===== src/rtl/rau_pkg.sv =====
// Shared codes, command and status types for the rational arithmetic unit.
package rau_pkg;

   localparam logic [2:0] OP_ADD  = 3'd0;
   localparam logic [2:0] OP_SUB  = 3'd1;
   localparam logic [2:0] OP_MUL  = 3'd2;
   localparam logic [2:0] OP_DIV  = 3'd3;
   localparam logic [2:0] OP_CMP  = 3'd4;
   localparam logic [2:0] OP_NORM = 3'd5;

   typedef enum logic [1:0] {
      ST_OK   = 2'd0,
      ST_ZDEN = 2'd1,
      ST_DIVZ = 2'd2,
      ST_OVF  = 2'd3
   } status_type;

   typedef enum logic [2:0] {
      MS_AN_BD,
      MS_BN_AD,
      MS_AD_BD,
      MS_AN_BN,
      MS_AD_BN
   } mul_sel_type;

   typedef enum logic [1:0] {
      MD_P,
      MD_Q,
      MD_D
   } mul_dst_type;

   typedef enum logic [1:0] {
      FM_ADD,
      FM_SUB,
      FM_P,
      FM_NORM
   } form_type;

   typedef enum logic [1:0] {
      EM_RED,
      EM_ZERO,
      EM_ERR,
      EM_CMP
   } emit_type;

   typedef struct packed {
      logic        load;
      logic        mul_en;
      mul_sel_type mul_sel;
      mul_dst_type mul_dst;
      logic        form_en;
      form_type    form_sel;
      logic        fix_en;
      logic        gcd_step;
      logic        div_load_num;
      logic        div_load_den;
      logic        div_step;
      logic        emit_en;
      emit_type    emit_sel;
      status_type  emit_status;
   } cmd_type;

   typedef struct packed {
      logic a_den_zero;
      logic b_den_zero;
      logic b_num_zero;
      logic rng_ovf;
      logic n_zero;
      logic gcd_done;
   } stat_type;

endpackage


===== src/rtl/rational_arithmetic_unit_top.sv =====
// Top level of the rational arithmetic unit: controller, datapath and checks.
//
//  channel   | ports                                   | handshake
//  ----------+-----------------------------------------+------------------------------
//  request   | req_opcode, req_a_num .. req_b_den      | start high while busy low
//  response  | rsp_res_num, rsp_res_den, rsp_cmp_result,| rsp_valid, one cycle, no stall
//            | rsp_status                              |
//
//  The strobe is registered from the check state for a zero denominator or divide by
//  zero, from the third multiply state for compare, from the range check for overflow
//  or a zero numerator, and from the emit state for reduced results, after the binary
//  gcd loop and two 32-step restoring divides on the one shared divider.
//  Synchronous reset returns the controller to idle with no strobe pending.
//  The receiver cannot stall; a new item may start in the cycle of the strobe.
module rational_arithmetic_unit_top (
   input  logic               clock,
   input  logic               reset,
   input  logic               start,
   output logic               busy,
   input  logic [2:0]         req_opcode,
   input  logic signed [31:0] req_a_num,
   input  logic signed [31:0] req_a_den,
   input  logic signed [31:0] req_b_num,
   input  logic signed [31:0] req_b_den,
   output logic               rsp_valid,
   output logic signed [31:0] rsp_res_num,
   output logic [30:0]        rsp_res_den,
   output logic signed [1:0]  rsp_cmp_result,
   output logic [1:0]         rsp_status
);
   import rau_pkg::*;

   cmd_type  cmd;
   stat_type stat;

   rau_ctrl u_ctrl (
      .clock      (clock),
      .reset      (reset),
      .start      (start),
      .req_opcode (req_opcode),
      .stat       (stat),
      .cmd        (cmd),
      .busy       (busy),
      .rsp_valid  (rsp_valid)
   );

   rau_dp u_dp (
      .clock          (clock),
      .cmd            (cmd),
      .req_a_num      (req_a_num),
      .req_a_den      (req_a_den),
      .req_b_num      (req_b_num),
      .req_b_den      (req_b_den),
      .stat           (stat),
      .rsp_res_num    (rsp_res_num),
      .rsp_res_den    (rsp_res_den),
      .rsp_cmp_result (rsp_cmp_result),
      .rsp_status     (rsp_status)
   );

   a_no_instant_rsp: assert property (@(posedge clock) disable iff (reset)
      rsp_valid |-> !$past(start && !busy))
      else $error("result strobe directly after an accepted item");

   a_err_zero: assert property (@(posedge clock) disable iff (reset)
      (rsp_valid && rsp_status != ST_OK) |-> (rsp_res_num == '0 && rsp_res_den == '0))
      else $error("error result carries a nonzero fraction");

   a_den_ok: assert property (@(posedge clock) disable iff (reset)
      (rsp_valid && rsp_res_den != '0) |-> (rsp_status == ST_OK && rsp_cmp_result == '0))
      else $error("fraction result with bad status or compare field");

   a_done_strobe: assert property (@(posedge clock) disable iff (reset)
      $fell(busy) |-> rsp_valid)
      else $error("controller went idle without a result strobe");

endmodule


===== src/rtl/rau_ctrl.sv =====
// Sequencing state machine for the rational arithmetic unit.
module rau_ctrl (
   input  logic              clock,
   input  logic              reset,
   input  logic              start,
   input  logic [2:0]        req_opcode,
   input  rau_pkg::stat_type stat,
   output rau_pkg::cmd_type  cmd,
   output logic              busy,
   output logic              rsp_valid
);
   import rau_pkg::*;

   typedef enum logic [3:0] {
      S_IDLE,
      S_CHECK,
      S_MUL1,
      S_MUL2,
      S_MUL3,
      S_FORM,
      S_RANGE,
      S_GCD,
      S_DIVN,
      S_LOADD,
      S_DIVD,
      S_EMIT
   } state_type;

   state_type  state_ff, state_in;
   logic [2:0] op_ff, op_in;
   logic [4:0] cnt_ff, cnt_in;
   logic       rsp_valid_ff, rsp_valid_in;
   logic       is_norm;

   assign is_norm   = (op_ff != OP_ADD) && (op_ff != OP_SUB) && (op_ff != OP_MUL) &&
                      (op_ff != OP_DIV) && (op_ff != OP_CMP);
   assign busy      = (state_ff != S_IDLE);
   assign rsp_valid = rsp_valid_ff;

   always_comb begin
      state_in     = state_ff;
      op_in        = op_ff;
      cnt_in       = cnt_ff;
      rsp_valid_in = 1'b0;
      cmd          = '0;
      cmd.mul_sel  = MS_AN_BD;
      cmd.mul_dst  = MD_P;
      cmd.form_sel = FM_P;
      cmd.emit_sel = EM_ERR;
      cmd.emit_status = ST_OK;
      unique case (state_ff)
         S_IDLE: begin
            if (start) begin
               cmd.load = 1'b1;
               op_in    = req_opcode;
               state_in = S_CHECK;
            end
         end
         S_CHECK: begin
            if (stat.a_den_zero || (!is_norm && stat.b_den_zero)) begin
               cmd.emit_en     = 1'b1;
               cmd.emit_status = ST_ZDEN;
               rsp_valid_in    = 1'b1;
               state_in        = S_IDLE;
            end else if (op_ff == OP_DIV && stat.b_num_zero) begin
               cmd.emit_en     = 1'b1;
               cmd.emit_status = ST_DIVZ;
               rsp_valid_in    = 1'b1;
               state_in        = S_IDLE;
            end else if (is_norm) begin
               cmd.form_en  = 1'b1;
               cmd.form_sel = FM_NORM;
               state_in     = S_RANGE;
            end else begin
               state_in = S_MUL1;
            end
         end
         S_MUL1: begin
            cmd.mul_en  = 1'b1;
            cmd.mul_sel = (op_ff == OP_MUL) ? MS_AN_BN : MS_AN_BD;
            cmd.mul_dst = MD_P;
            state_in    = S_MUL2;
         end
         S_MUL2: begin
            cmd.mul_en = 1'b1;
            if (op_ff == OP_MUL) begin
               cmd.mul_sel = MS_AD_BD;
               cmd.mul_dst = MD_D;
            end else begin
               cmd.mul_sel = MS_BN_AD;
               cmd.mul_dst = MD_Q;
            end
            state_in = S_MUL3;
         end
         S_MUL3: begin
            if (op_ff == OP_CMP) begin
               cmd.emit_en  = 1'b1;
               cmd.emit_sel = EM_CMP;
               rsp_valid_in = 1'b1;
               state_in     = S_IDLE;
            end else begin
               cmd.mul_en  = 1'b1;
               cmd.mul_sel = (op_ff == OP_DIV) ? MS_AD_BN : MS_AD_BD;
               cmd.mul_dst = MD_D;
               state_in    = S_FORM;
            end
         end
         S_FORM: begin
            cmd.form_en = 1'b1;
            if (op_ff == OP_ADD) cmd.form_sel = FM_ADD;
            else if (op_ff == OP_SUB) cmd.form_sel = FM_SUB;
            else cmd.form_sel = FM_P;
            state_in = S_RANGE;
         end
         S_RANGE: begin
            if (stat.rng_ovf) begin
               cmd.emit_en     = 1'b1;
               cmd.emit_status = ST_OVF;
               rsp_valid_in    = 1'b1;
               state_in        = S_IDLE;
            end else if (stat.n_zero) begin
               cmd.emit_en  = 1'b1;
               cmd.emit_sel = EM_ZERO;
               rsp_valid_in = 1'b1;
               state_in     = S_IDLE;
            end else begin
               cmd.fix_en = 1'b1;
               state_in   = S_GCD;
            end
         end
         S_GCD: begin
            if (stat.gcd_done) begin
               cmd.div_load_num = 1'b1;
               cnt_in           = '0;
               state_in         = S_DIVN;
            end else begin
               cmd.gcd_step = 1'b1;
            end
         end
         S_DIVN: begin
            cmd.div_step = 1'b1;
            cnt_in       = cnt_ff + 5'd1;
            if (cnt_ff == '1) state_in = S_LOADD;
         end
         S_LOADD: begin
            cmd.div_load_den = 1'b1;
            cnt_in           = '0;
            state_in         = S_DIVD;
         end
         S_DIVD: begin
            cmd.div_step = 1'b1;
            cnt_in       = cnt_ff + 5'd1;
            if (cnt_ff == '1) state_in = S_EMIT;
         end
         S_EMIT: begin
            cmd.emit_en  = 1'b1;
            cmd.emit_sel = EM_RED;
            rsp_valid_in = 1'b1;
            state_in     = S_IDLE;
         end
         default: state_in = S_IDLE;
      endcase
   end

   always_ff @(posedge clock) begin
      if (reset) begin
         state_ff     <= S_IDLE;
         op_ff        <= OP_ADD;
         cnt_ff       <= '0;
         rsp_valid_ff <= 1'b0;
      end else begin
         state_ff     <= state_in;
         op_ff        <= op_in;
         cnt_ff       <= cnt_in;
         rsp_valid_ff <= rsp_valid_in;
      end
   end

endmodule


===== src/rtl/rau_dp.sv =====
// Datapath: operand registers, shared multiplier, binary gcd and restoring divider.
module rau_dp (
   input  logic                clock,
   input  rau_pkg::cmd_type    cmd,
   input  logic signed [31:0]  req_a_num,
   input  logic signed [31:0]  req_a_den,
   input  logic signed [31:0]  req_b_num,
   input  logic signed [31:0]  req_b_den,
   output rau_pkg::stat_type   stat,
   output logic signed [31:0]  rsp_res_num,
   output logic [30:0]         rsp_res_den,
   output logic signed [1:0]   rsp_cmp_result,
   output logic [1:0]          rsp_status
);
   import rau_pkg::*;

   logic signed [31:0] a_num_ff, a_den_ff, b_num_ff, b_den_ff;
   logic signed [63:0] p_ff, q_ff, d_ff, n_ff;
   logic signed [31:0] mul_x, mul_y;
   logic signed [63:0] mul_x64, mul_y64, prod;
   logic [31:0]        un_ff, ud_ff;
   logic               neg_ff;
   logic [31:0]        ga_ff, gb_ff, g_ff;
   logic [4:0]         k_ff;
   logic [31:0]        quo_ff, qn_ff, rem_ff;
   logic [32:0]        rem_sh;
   logic               rem_ge;
   logic               n_fits, d_fits;
   logic [31:0]        n_lo, d_lo;
   logic signed [1:0]  cmp_c;
   logic               red_ovf;
   logic signed [31:0] res_num_ff;
   logic [30:0]        res_den_ff;
   logic signed [1:0]  cmp_ff;
   logic [1:0]         status_ff;

   always_comb begin
      case (cmd.mul_sel)
         MS_AN_BD: begin mul_x = a_num_ff; mul_y = b_den_ff; end
         MS_BN_AD: begin mul_x = b_num_ff; mul_y = a_den_ff; end
         MS_AD_BD: begin mul_x = a_den_ff; mul_y = b_den_ff; end
         MS_AN_BN: begin mul_x = a_num_ff; mul_y = b_num_ff; end
         MS_AD_BN: begin mul_x = a_den_ff; mul_y = b_num_ff; end
         default:  begin mul_x = a_num_ff; mul_y = b_den_ff; end
      endcase
   end

   assign mul_x64 = 64'(mul_x);
   assign mul_y64 = 64'(mul_y);
   assign prod    = mul_x64 * mul_y64;

   // value fits in signed 32 bits when bits 63..31 agree
   assign n_fits = (n_ff[63:31] == '0) || (n_ff[63:31] == '1);
   assign d_fits = (d_ff[63:31] == '0) || (d_ff[63:31] == '1);
   assign n_lo   = n_ff[31:0];
   assign d_lo   = d_ff[31:0];

   assign rem_sh = {rem_ff, quo_ff[31]};
   assign rem_ge = (rem_sh >= {1'b0, g_ff});

   always_comb begin
      if (p_ff > q_ff) cmp_c = 2'sd1;
      else if (p_ff < q_ff) cmp_c = -2'sd1;
      else cmp_c = 2'sd0;
      if (a_den_ff[31] ^ b_den_ff[31]) cmp_c = -cmp_c;
   end

   // numerator magnitude may be 2^31 only when the sign is negative
   assign red_ovf = (!neg_ff && qn_ff[31]) || quo_ff[31];

   assign stat.a_den_zero = (a_den_ff == '0);
   assign stat.b_den_zero = (b_den_ff == '0);
   assign stat.b_num_zero = (b_num_ff == '0);
   assign stat.rng_ovf    = !n_fits || !d_fits;
   assign stat.n_zero     = (n_ff == '0);
   assign stat.gcd_done   = (ga_ff == '0) || (gb_ff == '0);

   always_ff @(posedge clock) begin
      if (cmd.load) begin
         a_num_ff <= req_a_num;
         a_den_ff <= req_a_den;
         b_num_ff <= req_b_num;
         b_den_ff <= req_b_den;
      end
      if (cmd.mul_en) begin
         case (cmd.mul_dst)
            MD_P:    p_ff <= prod;
            MD_Q:    q_ff <= prod;
            default: d_ff <= prod;
         endcase
      end
      if (cmd.form_en) begin
         case (cmd.form_sel)
            FM_ADD:  n_ff <= p_ff + q_ff;
            FM_SUB:  n_ff <= p_ff - q_ff;
            FM_P:    n_ff <= p_ff;
            default: begin
               n_ff <= 64'(a_num_ff);
               d_ff <= 64'(a_den_ff);
            end
         endcase
      end
      if (cmd.fix_en) begin
         un_ff  <= n_lo[31] ? -n_lo : n_lo;
         ud_ff  <= d_lo[31] ? -d_lo : d_lo;
         ga_ff  <= n_lo[31] ? -n_lo : n_lo;
         gb_ff  <= d_lo[31] ? -d_lo : d_lo;
         neg_ff <= n_lo[31] ^ d_lo[31];
         k_ff   <= '0;
      end
      if (cmd.gcd_step) begin
         if (!ga_ff[0] && !gb_ff[0]) begin
            ga_ff <= ga_ff >> 1;
            gb_ff <= gb_ff >> 1;
            k_ff  <= k_ff + 5'd1;
         end else if (!ga_ff[0]) begin
            ga_ff <= ga_ff >> 1;
         end else if (!gb_ff[0]) begin
            gb_ff <= gb_ff >> 1;
         end else if (ga_ff >= gb_ff) begin
            ga_ff <= ga_ff - gb_ff;
         end else begin
            gb_ff <= gb_ff - ga_ff;
         end
      end
      if (cmd.div_load_num) begin
         g_ff   <= (ga_ff | gb_ff) << k_ff;
         quo_ff <= un_ff;
         rem_ff <= '0;
      end
      if (cmd.div_load_den) begin
         qn_ff  <= quo_ff;
         quo_ff <= ud_ff;
         rem_ff <= '0;
      end
      if (cmd.div_step) begin
         if (rem_ge) begin
            rem_ff <= 32'(rem_sh - {1'b0, g_ff});
            quo_ff <= {quo_ff[30:0], 1'b1};
         end else begin
            rem_ff <= rem_sh[31:0];
            quo_ff <= {quo_ff[30:0], 1'b0};
         end
      end
      if (cmd.emit_en) begin
         case (cmd.emit_sel)
            EM_RED: begin
               if (red_ovf) begin
                  res_num_ff <= '0;
                  res_den_ff <= '0;
                  status_ff  <= ST_OVF;
               end else begin
                  res_num_ff <= neg_ff ? -qn_ff : qn_ff;
                  res_den_ff <= quo_ff[30:0];
                  status_ff  <= ST_OK;
               end
               cmp_ff <= 2'sd0;
            end
            EM_ZERO: begin
               res_num_ff <= '0;
               res_den_ff <= 31'd1;
               cmp_ff     <= 2'sd0;
               status_ff  <= ST_OK;
            end
            EM_CMP: begin
               res_num_ff <= '0;
               res_den_ff <= '0;
               cmp_ff     <= cmp_c;
               status_ff  <= ST_OK;
            end
            default: begin
               res_num_ff <= '0;
               res_den_ff <= '0;
               cmp_ff     <= 2'sd0;
               status_ff  <= cmd.emit_status;
            end
         endcase
      end
   end

   assign rsp_res_num    = res_num_ff;
   assign rsp_res_den    = res_den_ff;
   assign rsp_cmp_result = cmp_ff;
   assign rsp_status     = status_ff;

endmodule

===== config.mk =====
export PLATFORM = sky130hd
export DESIGN_NAME = rational_arithmetic_unit_top
export DESIGN_NICKNAME = d
export VERILOG_FILES = /design/src/rtl/rau_pkg.sv /design/src/rtl/rational_arithmetic_unit_top.sv /design/src/rtl/rau_ctrl.sv /design/src/rtl/rau_dp.sv
export SDC_FILE = /design/constraint.sdc
export NUM_CORES = 2
export LEC_CHECK = 0
export ABC_AREA = 1
export CAP_MARGIN = 20
export CELL_PAD_IN_SITES_DETAIL_PLACEMENT = 0
export CELL_PAD_IN_SITES_GLOBAL_PLACEMENT = 1
export CORE_MARGIN = 5
export CORE_UTILIZATION = 40
export CTS_CLUSTER_SIZE = 25
export DETAILED_ROUTE_END_ITERATION = 10
export DONT_BUFFER_PORTS = 1
export PLACE_DENSITY_LB_ADDON = 0.1
export RECOVER_POWER = 100
export SLEW_MARGIN = 25
export SYNTH_ARGS = -nofsm -noshare
export SYNTH_HDL_FRONTEND = slang
export SYNTH_SLANG_ARGS = --single-unit
export TNS_END_PERCENT = 5

===== constraint.sdc =====
create_clock -name clock -period 10.3 [get_ports clock]
set_clock_uncertainty 0.1 [all_clocks]
set_input_delay 0.515 -clock clock [delete_from_list [all_inputs] [get_ports clock]]
set_output_delay 0.515 -clock clock [all_outputs]
set_load 0.02 [all_outputs]

==> results_dict.tcl <==
set metrics [dict create \
    fin_area_um2 96800 \
    ys_types 63 \
    fin_util 0.435 \
    async_flop_share 0 \
    synthCells 11900 \
    post-route-period-util 0.985 \
    cp.buffers_inverters 9 \
    antenna_left 0 \
    gr-total-overflow 0 \
    vias 81700 \
    violations "capacitance limit, slew limit" \
    end_kind "flop" \
    yosysTopAreaCell "fa_1" \
    grt_max_degree 73 \
    use_met2 0.567 \
    max_stage_delay_ps 590 \
    vias_per_cell 5.47 \
    nNetsFinal 13500 \
    synth-edff-count 580 \
    cts.clk_slew.worst_paths_ps 70 \
    maxCapViolCount 11 \
    syn-num-nets 13500 \
    io_buffer_count 0 \
    dr.pass1.iters 7 \
    synth_top_area_frac 0.244 \
    cts_root_buf "clkbuf_16" \
    worstMarginPinSlew_ps 3380 \
    cts_made_buffers 81 \
    timing.fmax_ghz 0.0985 \
    final-setup-viol-count 0 \
    cp_slowest_cell "a21oi_1" \
    rsz0062_at_grt "true" \
    outcome "complete, but fails checks" \
    detail_route.wl_per_cell_um 28.5 \
    die_h_um 483 \
    crit_fanout 30 \
    ctsLongestPathBuffers 3 \
    cts_tree "built" \
    slew_viol_final 458 \
    routed_wirelength_um 426000 \
    worstPathRequired_ps 10630 \
    ys_seq_area_frac 0.228 \
    dieArea_um2 233000 \
    rows 173 \
    ys_ff_latch 726 \
    setup_ws_ps 149 \
    dieWidth_um 483 \
    dp.cells 14600 \
    synth_area_leaders "fa_1 24%, edfxtp_1 19%, nand2_1 12%" \
    crit_type "reg2reg" \
    final_hold_viol_count 0 \
    htreeDepth 3 \
    synthesis.area_um2 89300 \
    dpl.hpwl_um 362000 \
    grt_pass1_wl_um 592000 \
    antenna_found_initial 22 \
    drive_gt1_frac 0.0424 \
    core_area_um2 222000 \
    synth-main-ff-cell "edfxtp_1" \
    start_kind "flop" \
    clk_latency_ps 730 \
    arrival_ps 10480 \
    postCtsSetupRepairBufs 0 \
    grt_util_all_layers 0.358 \
    fin_cells 14900 \
    initial_core_util 0.402 \
    synth.avg_cell_area_um2 7.53 \
    io_pins 203 \
    drc 0 \
    drtIter0Drc 8508 \
    yosysWarnings 0 \
    min_period_ps 10150 \
    syn_to_final_growth_pct 8.33 \
    min_path_type "in2reg" \
    cp_top_family "adder cells" \
    place_area_um2 92600 \
    place.gp.congestion 1.03 \
    grt_pass1_vias 80000 \
    pre_cts_ws_ps 226 \
    cts.sinks 726 \
    top_usage_layer "met2" \
    grt_use_met1 0.468 \
    grt_use_met3 0.0530 \
    relSlewSlack -1.25 \
]
## worst register-to-register path: cells and delay by family (launching register included)
| family | cells | cell delay [ps] |
|---|---|---|
| compound gates | 2 | 770 |
| simple gates | 13 | 2190 |
| fa+ha+maj | 9 | 4510 |
| flops | 1 | 400 |
| buf+inv | 9 | 1920 |
## state kept, by name, indices dropped and copies added, names as in the netlist, 64 cells and up
register   cells
u_dp.p_ff     64
u_dp.q_ff     64
u_dp.n_ff     64
u_dp.d_ff     64
## timing repair
action	4_1_cts	5_1_grt
hold buffers	132	0
resized for setup	0	4
endpoints found under the hold margin	138	0
setup endpoints to repair	0	19
## layout by cell type (no fill, tap or decap), types with 95 or more instances in the layout
master,instances
nand2_1,2871
inv_1,2304
nor2_1,1486
fa_1,1087
edfxtp_1,580
nand3_1,543
a21oi_1,507
o21ai_0,472
ha_1,444
nand4_1,205
buf_4,170
dfxtp_1,145
dlygate4sd3_1,132
xor2_1,120
nor3_1,107
o22ai_1,95
## synthesized netlist by cell type (7+ instances only)
cell and instances:
nand2_1 2870, inv_1 2308, nor2_1 1491, fa_1 1087, edfxtp_1 580, nand3_1 543, a21oi_1 520, o21ai_0 471
ha_1 444, nand4_1 205, buf_2 164, dfxtp_1 146, clkbuf_1 145, xor2_1 120, nor3_1 107, o22ai_1 95
inv_2 69, o21bai_1 57, buf_4 41, and2_1 37, a21oi_2 36, xnor2_1 27, buf_6 24, or2_2 22
mux2i_1 21, o211ai_1 21, nand3b_1 17, a22oi_1 16, a31oi_1 15, a21o_1 14, buf_1 14, a21boi_0 13
nor2_2 13, a21oi_4 11, nand2_2 11, nor4_1 11, o21ai_1 7, o31ai_1 7
## final cells by class
type | count | area, µm²
fillers | 23100 | 126000
multi-input cells | 8358 | 58100
flip-flops and latches | 726 | 20300
inverters | 2384 | 8960
well taps | 2975 | 3720
repair buffers | 315 | 2700
clock buffers | 103 | 2160
clock inverters | 49 | 744
diodes | 16 | 40.0
## routing by layer
layer  vias to the layer above  part of all wire
li1                      36700                 -
met1                     40500              0.41
met2                      3712              0.45
met3                       794             0.074
met4                        10             0.072
met5                         -           0.00017
## logic make-up after synthesis
family,Yosys count,synth area share
AOI/OAI and AO/OA,1307,0.0823
xor gates and xnor gates,147,0.0144
adders and majority gates,1531,0.306
buffers and inverters,2776,0.123
DFF,726,0.228
muxes,21,0.00235
and+or+nand+nor,5352,0.245
## worst paths after layout
check	from	slack (ps)	to	cells past startpoint
worst min register to register	u_dp.quo_ff[20]	340	u_dp.qn_ff[20]	0
worst max register to register	u_ctrl.state_ff[0]	150	u_dp.p_ff[43]	33
worst max-delay path	u_ctrl.state_ff[0]	150	u_dp.p_ff[43]	33
worst min-delay path	start	90	u_ctrl.state_ff[1]	5
## through the flow
step	hold slack (ps)	setup TNS [ps]
5_1_grt	112	-12.2
2_1_floorplan	326	0
6_report	85.2	0
3_5_place_dp	333	0
3_3_place_gp	332	0
4_1_cts	43.0	0
Power is left out: the tool's default activity adds up to more than one toggle a clock period on the data nets, which glitch-free logic cannot reach.
